<file path="config.mk">
export PLATFORM = sky130hd
export DESIGN_NAME = bis_lane
export DESIGN_NICKNAME = d
export VERILOG_FILES = /design/src/hw/rtl/bilinear_image_scaler_defines.svh /design/src/hw/rtl/bis_pkg.sv /design/src/hw/rtl/bis_lane.sv
export SDC_FILE = /design/constraint.sdc
export NUM_CORES = 1
export LEC_CHECK = 0
export ABC_AREA = 1
export ABC_CLOCK_PERIOD_IN_PS = 18400
export BUFFER_PORTS_ARGS = -buffer_cell sky130_fd_sc_hd__buf_2
export CAP_MARGIN = 0
export CORE_MARGIN = 2
export CORE_UTILIZATION = 30
export CTS_CLUSTER_DIAMETER = 30
export DETAILED_ROUTE_END_ITERATION = 10
export PLACE_DENSITY = 0.44
export SLEW_MARGIN = 10
export SYNTH_ARGS = -nofsm -noshare
export SYNTH_HDL_FRONTEND = slang
export SYNTH_SLANG_ARGS = --single-unit
</file>
<file path="constraint.sdc">
create_clock -name aclk -period 18.4 [get_ports aclk]
set_clock_uncertainty 0.05 [all_clocks]
set_input_delay 3.68 -clock aclk [delete_from_list [all_inputs] [get_ports aclk]]
set_output_delay 3.68 -clock aclk [all_outputs]
set_load 0.02 [all_outputs]
</file>
<file path="src/hw/rtl/bilinear_image_scaler_defines.svh">
// assertion macros for the bilinear scaler
// no dependencies
`ifndef BILINEAR_IMAGE_SCALER_DEFINES_SVH
`define BILINEAR_IMAGE_SCALER_DEFINES_SVH
// implication checked every clock outside reset
`define BIS_ASSERT_IMP(label, ante, cons) \
    label: assert property (@(posedge aclk) disable iff (!aresetn) (ante) |-> (cons)) \
        else $error("assertion failed");
// next-cycle implication outside reset
`define BIS_ASSERT_NEXT(label, ante, cons) \
    label: assert property (@(posedge aclk) disable iff (!aresetn) (ante) |=> (cons)) \
        else $error("assertion failed");
`endif

</file>
<file path="src/hw/rtl/bis_pkg.sv">
// shared types and constants for the bilinear scaler
// no dependencies
package bis_pkg;
    localparam int CHAN_W = 8;
    localparam int NCHAN = 3;
    localparam int FRAC_W = 12;
    localparam int WGT_W = 9;
    localparam logic ACT_LOAD = 1'b0;
    localparam logic ACT_REQ = 1'b1;
    localparam logic [1:0] REG_ROWS = 2'd0;
    localparam logic [1:0] REG_COLS = 2'd1;
    localparam logic [1:0] REG_RSTEP = 2'd2;
    localparam logic [1:0] REG_CSTEP = 2'd3;
    typedef logic [CHAN_W-1:0] chan_t;
    typedef logic [NCHAN*CHAN_W-1:0] pix_t;
    typedef struct packed {
        logic valid;
        logic in_range;
        logic [WGT_W-1:0] wr;
        logic [WGT_W-1:0] wc;
    } ctl_t;
endpackage

</file>
<file path="src/hw/rtl/bis_lane.sv">
// one channel lane: two-stage bilinear blend
// depends on bis_pkg
module bis_lane (
    input  logic aclk,
    input  logic en,
    input  bis_pkg::chan_t a,
    input  bis_pkg::chan_t b,
    input  bis_pkg::chan_t c,
    input  bis_pkg::chan_t d,
    input  logic [bis_pkg::WGT_W-1:0] wc,
    input  logic [bis_pkg::WGT_W-1:0] wr_in,
    output bis_pkg::chan_t v
);
    logic [15:0] top_reg, bot_reg;
    logic [24:0] sum;
    logic [bis_pkg::WGT_W-1:0] nwc;
    logic [bis_pkg::WGT_W-1:0] nwr;

    // column blend, registered; row blend after
    always_comb begin
        nwc = 9'd256 - wc;
        nwr = 9'd256 - wr_in;
        sum = 25'(top_reg * nwr) + 25'(bot_reg * wr_in);
        v = sum[23:16];
    end

    always_ff @(posedge aclk) begin
        if (en) begin
            top_reg <= 16'(a * nwc + b * wc);
            bot_reg <= 16'(c * nwc + d * wc);
        end
    end
endmodule

</file>
==> key figures <==
Job
  • MaxCap Viol Count: 0

Floorplanning
  • Die height: 263 um
  • I/O pin count: 60
  • Die W: 263 um
  • Initial Util: 0.302
  • Row cnt: 95
  • Total core area: 0.0668 mm^2
  • Die ar.: 0.0693 mm^2

CTS
  • CTS buffer count: 5
  • CTS tree: done
  • H-tree level count: 2
  • Cts hold-fix bufs: 0
  • Root buffer cell: clkbuf_16
  • Post-CTS Setup Bufs: 0
  • Clock transition at the registers of the reported paths: 0.05 ns
  • Post-CTS Resized: 0
  • CTS max path bufs: 2
  • Clock tree sinks: 32

Final layout
  • Number of nets in the layout: 3272
  • Inserted Diodes: 0
  • Multi-input logic area: 0.0156 mm^2
  • # fillers: 7313
  • Layout cells sized above 1: 0.0395
  • Area Growth Syn to Fin: 5.57%
  • FF/Latch Area: 961 um^2
  • Post-route non-filler standard cell count: 3453

STA
  • Setup repair after global routing missed its margin: false
  • Final setup violation count: 0
  • Min Hold Slack: 3.86 ns
  • Worst-Margin Slew: 1.23 ns
  • Fmax: 71.9 MHz
  • Crit share post-route: 0.756
  • Fin crit period: 13.91 ns
  • Endpoints failing hold: 0
  • Max Slew Vio Count: 0
  • Setup TNS: 0 ns
  • Max-slew headroom: 0.173

Synthesis
  • Syn. warnings: 0
  • Net count after synthesis: 3296
  • Prevailing post-synth register cell: edfxtp_1
  • Unique masters post-synth: 38
  • Mapped Area: 0.0202 mm^2
  • Ys async rst share: 0
  • Syn_area_per_cell: 7.75 um^2
  • Sequential fraction of the synthesis area: 0.0477
  • Synthesized instance count: 2603
  • #FFs+latches synth: 32
  • Number of synthesized flops with an enable pin: 32

Critical path
  • Crit Path Class: input port to output pin
  • CP endpoint kind: output pin
  • CP delay by family, top: adder cells
  • Crit Path Max Fanout: 33
  • Critical path data arrival time: 10.18 ns
  • CP startpoint kind: input port
  • CP required: 14.67 ns
  • CP bufs+invs: 7
  • CP max-delay cell: fa_1
  • Critical Path Max Stage Delay: 0.55 ns
  • Most frequent CP cell: fa_1

Place
  • Placed cell count: 3445
  • I/O Buffers: 59
  • GPL Wtd Cong: 0.867
  • DP HPWL: 47.0 mm

Detailed routing
  • Wire per inst: 15.6 um
  • DRC Markers: 0
  • Vias per cell: 4.41
  • Drt first pass iters: 5
  • Routed Antenna Nets: 0
  • Total number of vias: 15217
  • Iter 0 DRT Violations: 758
  • Total wire length: 53.8 mm

GRT
  • Initial antenna violation count: 0
  • Largest net degree at the start of global routing: 35
  • Total Routing Usage GR: 0.161
  • Grt total ovfl: 0
  • Vias in the first global route: 16543
  • First-pass GRT wire length: 87.8 mm

Outcome
  • Status: completed

Hold path
  • Worst hold-check path type: input port to flop
-- routing by layer --
metal  vias to the layer above  part of all wire  track usage
met5                         -                 0            0
met4                         0             0.022       0.0406
met3                        46             0.026      0.00421
met2                       258              0.53        0.305
met1                      7678              0.42        0.201
li1                       7235                 -            -
-- Yosys cell counts, types with 2 or more instances --
| master | number | area, um^2 |
|---|---|---|
| nand2_2 | 12 | 75.1 |
| nor2_1 | 181 | 679 |
| o21ai_0 | 24 | 120 |
| xnor2_2 | 2 | 32.5 |
| xor2_1 | 25 | 219 |
| nand3b_1 | 2 | 15.0 |
| clkbuf_1 | 57 | 214 |
| o21ai_1 | 2 | 10.0 |
| nand4_1 | 5 | 31.3 |
| xnor2_1 | 6 | 52.6 |
| nor2_4 | 4 | 45.0 |
| inv_1 | 828 | 3110 |
| nand3_1 | 43 | 215 |
| nand2_1 | 620 | 2330 |
| inv_2 | 8 | 30.0 |
| nor2_2 | 3 | 18.8 |
| nor3_2 | 2 | 20.0 |
| a21o_1 | 6 | 45.0 |
| nor3_1 | 5 | 25.0 |
| ha_1 | 194 | 2430 |
| a21oi_1 | 41 | 205 |
| edfxtp_1 | 32 | 961 |
| buf_4 | 3 | 22.5 |
| fa_1 | 447 | 8950 |
| o21bai_1 | 5 | 37.5 |
| a31oi_1 | 5 | 31.3 |
| buf_6 | 6 | 67.6 |
| buf_2 | 18 | 90.1 |
| buf_1 | 8 | 30.0 |
-- layout make-up --
| type | count | share of cell area |
|---|---|---|
| Timing Repair Buffer | 61 | 0.0146 |
| Clock buffer | 7 | 0.00623 |
| Clock inverter | 1 | 0.000176 |
| Inverter | 838 | 0.148 |
| Sequential cell | 32 | 0.0451 |
| Tap cell | 873 | 0.0513 |
| Multi-Input combinational cell | 1641 | 0.735 |
-- cell families after synthesis --
logic type,share of synthesized area
buffers and inverters,0.177
AO/OA/AOI/OAI,0.0230
adder cells (fa/ha/maj),0.564
flip-flops,0.0477
XOR/XNOR,0.0151
AND/OR/NAND/NOR,0.173
-- worst paths after layout --
path | endpoint | slack, ns | from | cells past startpoint
worst max-delay path | v[7] | 4.49 | wr_in[0] | 27
worst min-delay path | top_reg[0] | 3.86 | a[0] | 4
-- placed cells by master (no fill, tap or decap), drive strengths merged, types with 25 or more instances in the layout --
cell type | netlist | final
fa | 447 | 447
nand3 | 44 | 44
xor2 | 25 | 25
nor2 | 188 | 188
o21ai | 26 | 26
a21oi | 41 | 41
nand2 | 632 | 632
inv | 836 | 836
buf | 35 | 61
edfxtp | 32 | 32
ha | 194 | 194
-- stage by stage --
stage | setup slack [ns] | utilization | cell area [um^2]
global placement | 4.49 | 0.317 | 21200
finish | 4.49 | 0.319 | 21300
floorplan | 5.31 | - | 20200
CTS | 4.43 | 0.319 | 21300
global route | 4.01 | 0.319 | 21300
detailed placement | 4.44 | 0.317 | 21200
Power is left out: the tool's default activity adds up to more than one toggle a clock period on the data nets, which glitch-free logic cannot reach.
